$ cat src/hdl/pts_pkg.sv
// pts_pkg: shared constants, codes and types of the priority task scheduler
// used by pts_cell and priority_task_scheduler; depends on nothing else
`default_nettype none

package pts_pkg;

   // table size and sleep counter width
   localparam int NUM_TASKS   = 8;
   localparam int TICK_BITS   = 16;

   // derived widths
   localparam int TASK_ID_W   = (NUM_TASKS > 1) ? $clog2(NUM_TASKS) : 1;
   localparam int REQ_ID_W    = 3;
   localparam int ID_CMP_W    = (TASK_ID_W > REQ_ID_W) ? TASK_ID_W : REQ_ID_W;
   localparam int SCAN_CNT_W  = $clog2(NUM_TASKS + 1);

   // priority register layout
   localparam int PRIO_W      = 8;
   localparam int PRIO_FIELDS = 8;
   localparam int CFG_W       = PRIO_W * PRIO_FIELDS;

   // stream payload layout
   localparam int MODE_W      = 2;
   localparam int SLEEP_W     = 16;
   localparam int REQ_TUSER_W = MODE_W;
   localparam int REQ_TDATA_W = 24;
   localparam int CUR_W       = 3;
   localparam int UPTIME_W    = 32;
   localparam int RSP_PAD_W   = 4;
   localparam int RSP_TDATA_W = CUR_W + 1 + UPTIME_W + RSP_PAD_W;

   // request kinds
   typedef enum logic [MODE_W-1:0] {
      MODE_TICK     = 2'd0,
      MODE_BLOCK    = 2'd1,
      MODE_READY    = 2'd2,
      MODE_INACTIVE = 2'd3
   } mode_type;

   // per-task status codes
   typedef enum logic [1:0] {
      STAT_INACTIVE = 2'd0,
      STAT_READY    = 2'd1,
      STAT_BLOCKED  = 2'd2
   } task_status_type;

   // sequencer states
   typedef enum logic {
      SCHED_IDLE,
      SCHED_SCAN
   } sched_state_type;

   // best-so-far candidate passed from cell to cell
   typedef struct packed {
      logic                 found;
      logic [PRIO_W-1:0]    prio;
      logic [TASK_ID_W-1:0] idx;
   } scan_token_type;

   // command broadcast to every cell
   typedef struct packed {
      logic                 tick;
      logic                 write;
      mode_type             mode;
      logic [REQ_ID_W-1:0]  task_id;
      logic [TICK_BITS-1:0] count;
   } cell_cmd_type;

endpackage

`default_nettype wire

$ cat src/hdl/pts_cell.sv
// pts_cell: one task slot holding status and sleep count, plus one stage of
// the registered selection chain; depends on pts_pkg
`default_nettype none

module pts_cell import pts_pkg::*; (
   input  wire logic                 clock,
   input  wire logic                 reset,
   input  wire cell_cmd_type         cmd,
   input  wire logic [TASK_ID_W-1:0] cell_idx,
   input  wire logic [PRIO_W-1:0]    prio,
   input  wire scan_token_type       token_in,
   output scan_token_type            token_out
);

   task_status_type      status_ff, status_in;
   logic [TICK_BITS-1:0] ticks_ff, ticks_in;
   scan_token_type       pick_ff, pick_in;
   logic                 id_hit;
   logic                 take;

   assign id_hit = (ID_CMP_W'(cmd.task_id) == ID_CMP_W'(cell_idx));

   // status and sleep count update
   always_comb begin
      status_in = status_ff;
      ticks_in  = ticks_ff;
      if (cmd.tick) begin
         if (status_ff == STAT_BLOCKED) begin
            if (ticks_ff != '0) begin
               ticks_in = ticks_ff - 1'b1;
            end
            if (ticks_in == '0) begin
               status_in = STAT_READY;
            end
         end
      end else if (cmd.write && id_hit) begin
         unique case (cmd.mode)
            MODE_BLOCK: begin
               status_in = STAT_BLOCKED;
               ticks_in  = cmd.count;
            end
            MODE_READY:    status_in = STAT_READY;
            MODE_INACTIVE: status_in = STAT_INACTIVE;
            default:       status_in = status_ff;
         endcase
      end
   end

   // selection stage: strictly higher priority replaces, so lower index wins ties
   assign take = (status_ff == STAT_READY) && (!token_in.found || (prio > token_in.prio));

   always_comb begin
      pick_in = token_in;
      if (take) begin
         pick_in.found = 1'b1;
         pick_in.prio  = prio;
         pick_in.idx   = cell_idx;
      end
   end

   // task state registers
   always_ff @(posedge clock) begin
      if (reset) begin
         status_ff <= STAT_INACTIVE;
         ticks_ff  <= '0;
      end else begin
         status_ff <= status_in;
         ticks_ff  <= ticks_in;
      end
   end

   // chain stage register, refreshed every cycle
   always_ff @(posedge clock) begin
      if (reset) begin
         pick_ff <= '0;
      end else begin
         pick_ff <= pick_in;
      end
   end

   assign token_out = pick_ff;

endmodule

`default_nettype wire

$ cat src/hdl/priority_task_scheduler.sv
// priority_task_scheduler: top level with sequencer, uptime counter, result
// register and the row of task cells; depends on pts_pkg and pts_cell
//
//  channel  direction  ports                          request
//  req      in         req_tvalid/tready/tdata/tuser  task command or tick
//  rsp      out        rsp_tvalid/tready/tdata        current task, ready flag, uptime
//  csr      in         csr_valid/ready/wdata          task priority register write
//
// a block, ready or inactive request gives its response in the cycle after accept
// a tick first updates the cells, then the selection token ripples through
// the registered cell chain one cell per cycle before the response loads
// one request is in flight at a time; req_tready drops during a tick's scan
// a stalled response holds off the next request; csr is always ready
// synchronous active-high reset clears all tasks to inactive, counts to zero
`default_nettype none

module priority_task_scheduler import pts_pkg::*; (
   input  wire logic                   clock,
   input  wire logic                   reset,
   // request stream
   input  wire logic                   req_tvalid,
   output logic                        req_tready,
   input  wire logic [REQ_TDATA_W-1:0] req_tdata,  // task_id[2:0], sleep_count[18:3], zeros
   input  wire logic [REQ_TUSER_W-1:0] req_tuser,  // mode[1:0]
   // response stream
   output logic                        rsp_tvalid,
   input  wire logic                   rsp_tready,
   output logic [RSP_TDATA_W-1:0]      rsp_tdata,  // cur_task[2:0], any_ready[3],
                                                   // uptime[35:4], zeros
   // priority register write
   input  wire logic                   csr_valid,
   output logic                        csr_ready,
   input  wire logic [CFG_W-1:0]       csr_wdata
);

   sched_state_type         state_ff, state_in;
   logic [SCAN_CNT_W-1:0]   scan_cnt_ff, scan_cnt_in;
   logic [CFG_W-1:0]        prio_cfg_ff;
   logic [CUR_W-1:0]        running_ff, running_in;
   logic                    ready_seen_ff, ready_seen_in;
   logic [UPTIME_W-1:0]     uptime_ff, uptime_in;
   logic                    rsp_tvalid_ff, rsp_tvalid_in;
   logic [RSP_TDATA_W-1:0]  rsp_tdata_ff, rsp_tdata_in;

   logic                    req_accept;
   logic                    tick_accept;
   logic                    write_accept;
   logic                    rsp_free;
   logic                    scan_done;
   logic                    done_load;
   mode_type                req_mode;
   cell_cmd_type            cell_cmd;
   scan_token_type          chain [NUM_TASKS+1];
   scan_token_type          best;
   logic [PRIO_W-1:0]       cell_prio [NUM_TASKS];

   // request decode
   assign req_mode     = mode_type'(req_tuser[MODE_W-1:0]);
   assign req_accept   = req_tvalid && req_tready;
   assign tick_accept  = req_accept && (req_mode == MODE_TICK);
   assign write_accept = req_accept && (req_mode != MODE_TICK);
   assign rsp_free     = !rsp_tvalid_ff || rsp_tready;
   assign scan_done    = (scan_cnt_ff == SCAN_CNT_W'(NUM_TASKS));

   // command broadcast to the cells
   always_comb begin
      cell_cmd.tick    = tick_accept;
      cell_cmd.write   = write_accept;
      cell_cmd.mode    = req_mode;
      cell_cmd.task_id = req_tdata[REQ_ID_W-1:0];
      cell_cmd.count   = TICK_BITS'(req_tdata[REQ_ID_W+SLEEP_W-1:REQ_ID_W]);
   end

   // row of task cells, token enters empty at cell 0
   assign chain[0] = '0;

   for (genvar i = 0; i < NUM_TASKS; i++) begin : g_cell
      if (i < PRIO_FIELDS) begin : g_prio
         assign cell_prio[i] = prio_cfg_ff[i*PRIO_W +: PRIO_W];
      end else begin : g_noprio
         assign cell_prio[i] = '0;
      end

      pts_cell u_cell (
         .clock     (clock),
         .reset     (reset),
         .cmd       (cell_cmd),
         .cell_idx  (TASK_ID_W'(i)),
         .prio      (cell_prio[i]),
         .token_in  (chain[i]),
         .token_out (chain[i+1])
      );
   end

   assign best = chain[NUM_TASKS];

   // sequencer next state
   always_comb begin
      state_in = state_ff;
      unique case (state_ff)
         SCHED_IDLE: begin
            if (tick_accept) begin
               state_in = SCHED_SCAN;
            end
         end
         SCHED_SCAN: begin
            if (scan_done && rsp_free) begin
               state_in = SCHED_IDLE;
            end
         end
         default: state_in = SCHED_IDLE;
      endcase
   end

   // sequencer outputs
   always_comb begin
      req_tready  = 1'b0;
      done_load   = 1'b0;
      scan_cnt_in = '0;
      unique case (state_ff)
         SCHED_IDLE: begin
            req_tready = rsp_free;
         end
         SCHED_SCAN: begin
            done_load   = scan_done && rsp_free;
            scan_cnt_in = scan_done ? scan_cnt_ff : scan_cnt_ff + 1'b1;
         end
         default: begin
            req_tready = 1'b0;
         end
      endcase
   end

   // scheduler state and response next values
   always_comb begin
      uptime_in     = tick_accept ? uptime_ff + 1'b1 : uptime_ff;
      running_in    = done_load ? CUR_W'(best.idx) : running_ff;
      ready_seen_in = done_load ? best.found : ready_seen_ff;

      rsp_tvalid_in = rsp_tvalid_ff;
      rsp_tdata_in  = rsp_tdata_ff;
      if (write_accept) begin
         rsp_tvalid_in = 1'b1;
         rsp_tdata_in  = {{RSP_PAD_W{1'b0}}, uptime_ff, ready_seen_ff, running_ff};
      end else if (done_load) begin
         rsp_tvalid_in = 1'b1;
         rsp_tdata_in  = {{RSP_PAD_W{1'b0}}, uptime_ff, best.found, CUR_W'(best.idx)};
      end else if (rsp_tready) begin
         rsp_tvalid_in = 1'b0;
      end
   end

   // control registers
   always_ff @(posedge clock) begin
      if (reset) begin
         state_ff      <= SCHED_IDLE;
         scan_cnt_ff   <= '0;
         running_ff    <= '0;
         ready_seen_ff <= 1'b0;
         uptime_ff     <= '0;
         rsp_tvalid_ff <= 1'b0;
         prio_cfg_ff   <= '0;
      end else begin
         state_ff      <= state_in;
         scan_cnt_ff   <= scan_cnt_in;
         running_ff    <= running_in;
         ready_seen_ff <= ready_seen_in;
         uptime_ff     <= uptime_in;
         rsp_tvalid_ff <= rsp_tvalid_in;
         if (csr_valid && csr_ready) begin
            prio_cfg_ff <= csr_wdata;
         end
      end
   end

   // response payload register
   always_ff @(posedge clock) begin
      rsp_tdata_ff <= rsp_tdata_in;
   end

   assign csr_ready  = 1'b1;
   assign rsp_tvalid = rsp_tvalid_ff;
   assign rsp_tdata  = rsp_tdata_ff;

   // checks
   a_write_rsp_next: assert property (@(posedge clock) disable iff (reset)
      write_accept |=> (rsp_tvalid && $stable(uptime_ff)))
      else $error("task command did not respond in the next cycle");

   a_tick_uptime: assert property (@(posedge clock) disable iff (reset)
      tick_accept |=> (uptime_ff == UPTIME_W'($past(uptime_ff) + 1'b1)))
      else $error("uptime did not advance on tick");

   a_idle_task_zero: assert property (@(posedge clock) disable iff (reset)
      !ready_seen_ff |-> (running_ff == '0))
      else $error("current task nonzero with no ready task");

   a_scan_bound: assert property (@(posedge clock) disable iff (reset)
      (state_ff == SCHED_SCAN) |-> (scan_cnt_ff <= SCAN_CNT_W'(NUM_TASKS)) && !req_tready)
      else $error("scan counter overran or request taken during scan");

endmodule

`default_nettype wire
$ cat config.mk
export PLATFORM = sky130hd
export DESIGN_NAME = priority_task_scheduler
export DESIGN_NICKNAME = d
export VERILOG_FILES = /design/src/hdl/pts_pkg.sv /design/src/hdl/pts_cell.sv /design/src/hdl/priority_task_scheduler.sv
export SDC_FILE = /design/constraint.sdc
export NUM_CORES = 1
export LEC_CHECK = 0
export BUFFER_PORTS_ARGS = -buffer_cell sky130_fd_sc_hd__buf_2
export CORE_MARGIN = 2
export CORE_UTILIZATION = 45
export DETAILED_ROUTE_END_ITERATION = 6
export GPL_TIMING_DRIVEN = 0
export SKIP_CTS_REPAIR_TIMING = 1
export SLEW_MARGIN = 40
export SYNTH_ARGS = -nofsm -noshare
export SYNTH_HDL_FRONTEND = slang
export SYNTH_SLANG_ARGS = --single-unit
export TNS_END_PERCENT = 100
$ cat constraint.sdc
create_clock -name clock -period 4 [get_ports clock]
set_clock_uncertainty 0.1 [all_clocks]
set_input_delay 0.8 -clock clock [delete_from_list [all_inputs] [get_ports clock]]
set_output_delay 0.8 -clock clock [all_outputs]
set_load 0.1 [all_outputs]
==> flow_summary_export.csv <==
group,metric,value,unit
min_path,hold_class,"flop to flop",
pwr,finalPower,8.94,mW
drt,drt-pass1-iter-count,6,
placement,pre_cts_ws,-523,ps
worst_setup_path,r2r_cells,8,
placement,hpwl,48300,µm
min_path,min_from,"g_cell[3].u_cell.token_out[0]$_SDFF_PP0_",
sta,worst_pin_slew,953,ps
die,pin_count,138,
clock_tree,cts.sinks,367,
synthesis,synthArstFlopShare,0,%
worst_setup_path,crit_fanout,10,
sta,min_period,3950,ps
die,die-area,45500,µm²
clock_tree,numCtsBuffers,43,
placement,place_congestion,1.00,
sta,setup_slack,46.2,ps
drt,via_per_inst,5.99,
sta,fmax,253,MHz
global_route,grtUsageTotal,29.2,%
worst_setup_path,r2r_end,"g_cell[1].u_cell.ticks_ff[2]$_SDFFE_PP0P_",
synthesis,ys_seq_area_share,39.1,%
global_route,gr-total-overflow,0,
synthesis,synth_top_family_by_area,"simple AND/OR/NAND/NOR gates",
clock_tree,cts_tree,"built",
synthesis,synth.cell_area,19700,µm²
synthesis,synth_compound_area_share,20.8,%
sta,finalCritPeriodShare,98.8,%
drt,dr_total_vias,19000,
pwr,p_leak,8.76,nW
die,start_util,45.7,%
global_route,grt_pass1_vias,17800,
sta,timing.hold.ws,328,ps
pwr,p_per_area,396,nW/µm²
final_layout,postLayoutCellArea,22600,µm²
synthesis,synth-seq-cells,367,
final_layout,regArea,7710,µm²
sta,final-setup-viol-count,0,
drt,routed_wirelength,66900,µm
worst_setup_path,rr_startpoint,"rsp_tvalid$_SDFFE_PP0P_",
placement,placed_area,21200,µm²
clock_tree,clock_path_buffers,3,
clock_tree,clk_pin_slew_worst_paths,60,ps
die,die-height,213,µm
placement,place_inst,3099,
placement,io_buffers,126,
run,cap_violations,0,
synthesis,synth.mux.area_fraction,5.28,%
drt,drt-wirelength-per-cell,21.1,µm
synthesis,synth_warnings,0,
worst_setup_path,crit_type,"input pin to flop",
drt,drt_iter0_drc,1938,
clock_tree,clockRootBuffer,"clkbuf_16",
global_route,antenna_found_initial,1,
clock_tree,clkLatencyLatePin,590,ps
synthesis,synthXorXnorAreaFrac,1.86,%
min_path,hold_path_end,"g_cell[4].u_cell.token_out[0]$_SDFF_PP0_",
worst_setup_path,worstSetupStartpointType,"input pin",
drt,drc,0,
drt,antenna_left,0,
sta,slew_headroom,36.5,%
sta,rsz0062_at_grt,"false",
synthesis,synth-simple-area-share,22.6,%
global_route,grt_pass1_wl,102000,µm
worst_setup_path,r2r_slack,300,ps
final_layout,multi_input_comb_area,11100,µm²
final_layout,drive_above_1_share,11.2,%
final_layout,final_nets,2736,
synthesis,synth_cell_type_count,88,
pwr,ir_worst_vdd,0.257,mV
die,coreArea,43200,µm²
final_layout,area_growth_syn_to_layout,14.6,%
sta,maxSlewViolCount,0,
synthesis,synthAdderAreaFrac,5.06,%
worst_setup_path,cp.required,4410,ps
worst_setup_path,cp-end-kind,"flop",
synthesis,synth_cells,2384,
die,rows,76,
die,die_w,213,µm
sta,fin_setup_tns,0,ps
final_layout,utilization,52.4,%
synthesis,avgSynthCellArea,8.27,µm²
global_route,grt_max_degree,37,
clock_tree,htreeDepth,2,
status,status,"finished, final reports clean",
synthesis,ys.flop_type,"dfxtp_1",
min_path,holdPathStages,1,
sta,hold_violations,0,
final_layout,num-fill-cells,4198,
synthesis,synth_edf_count,36,
final_layout,fin_cells,3179,
worst_setup_path,cp.arrival,4370,ps
worst max path at each step:
stage	startpoint	slack (ps)	depth (start not counted)	to
6_report	req_tuser[0]	50	11	g_cell[1].u_cell.ticks_ff[2]$_SDFFE_PP0P_
5_1_grt	req_tuser[0]	10	13	g_cell[2].u_cell.ticks_ff[7]$_SDFFE_PP0P_
4_1_cts	req_tuser[0]	80	12	g_cell[7].u_cell.ticks_ff[8]$_SDFFE_PP0P_
3_5_place_dp	req_tuser[0]	-520	12	g_cell[7].u_cell.ticks_ff[8]$_SDFFE_PP0P_
3_3_place_gp	req_tuser[0]	-800	12	uptime_ff[3]$_SDFFE_PP0P_
2_1_floorplan	rsp_tvalid$_SDFFE_PP0P_	870	2	req_tready
state kept, by name, summed over array words and instances, names as in the netlist:
name / flops
g_cell.u_cell.status_ff: 16
g_cell.u_cell.ticks_ff: 128
g_cell.u_cell.token_out: 81
prio_cfg_ff: 64
ready_seen_ff: 1
rsp_tdata: 36
rsp_tvalid: 1
running_ff: 3
scan_cnt_ff: 4
state_ff: 1
uptime_ff: 32
synth_stat cells, drive strengths merged (17+ instances only):
cell,number,area share (%)
a211oi,19,0.72
xnor2,27,1.2
inv,119,2.3
a22oi,46,1.8
nor3,59,1.6
o2111ai,25,1.1
or4,21,0.88
ha,79,5.0
o31ai,53,2.0
mux2i,103,5.2
edfxtp,36,5.5
or3,25,0.79
clkbuf,108,2.1
and2,23,0.73
buf,37,0.97
a31oi,33,1.0
nand4,32,1.0
nand2b,19,0.60
a21oi,129,3.3
dfxtp,331,34
nor3b,17,0.65
a21o,21,0.80
o22ai,20,0.63
nor2,314,6.1
nand3,41,1.0
nor4,38,1.4
nand2,221,4.2
o21ai,148,3.8
o21a,24,0.91
nor2b,28,0.90
area by class of cell:
| type | instances | share of cell area (%) |
|---|---|---|
| Antenna cell | 1 | 0.0111 |
| Buffer | 145 | 2.73 |
| Clock buffer | 61 | 5.33 |
| Clock inverter | 15 | 0.725 |
| Inverter | 120 | 1.99 |
| Multi-Input combinational cell | 1755 | 49.0 |
| Sequential cell | 367 | 34.1 |
| Tap cell | 585 | 3.24 |
| Timing Repair Buffer | 130 | 2.92 |
per-layer routing:
layer | vias to the layer above | track usage, % | part of all wire (%)
met5 | - | 0 | 0.021
li1 | 8976 | - | -
met2 | 855 | 46.9 | 45
met4 | 2 | 13.5 | 4.6
met1 | 9042 | 38.6 | 43
met3 | 168 | 4.63 | 8.1
where the power goes:
part	leakage (nW)	internal (mW)	switching (mW)
clock network	0.673	2.24	1.63
registers	3.03	3.80	0.0580
logic	5.05	0.343	0.871
cell usage in the layout (no fill, tap or decap), drive strengths merged, types with 15 or more instances in the layout:
master   netlist  layout
nor3b         17      17
nor4          38      38
o2111ai       25      25
a21o          21      21
or4           21      21
nor2b         28      28
o31ai         53      53
xnor2         27      27
edfxtp        36      36
inv          119     122
nand2        221     221
or3           25      25
nor2         314     314
and3          15      15
buf           37     164
nand2b        19      19
a211oi        19      19
mux2i        103     103
o21ai        148     148
and2          23      23
a31oi         33      33
dfxtp        331     331
nand4         32      32
xor2          15      15
ha            79      79
clkbuf       108     172
o21a          24      24
o22ai         20      20
nor3          59      59
a21oi        129     129
nand3         41      41
a22oi         46      46
worst max-delay path, cell delays in order:
cell and delay (ps):
buf_2 100, inv_1 60, ha_1 190, buf_2 190, nand3_1 470, clkbuf_1 670, buf_1 780, nand2_1 590
o21ai_0 260, a22oi_1 130, nor2_1 100
cells by family after synthesis:
logic type / after synthesis
compound gates: 621
xor+xnor: 42
flops: 367
other cells: 2
mux: 104
simple gates: 903
buf+inv: 265
fa+ha+maj: 80
Power figures use the tool's default switching activity.
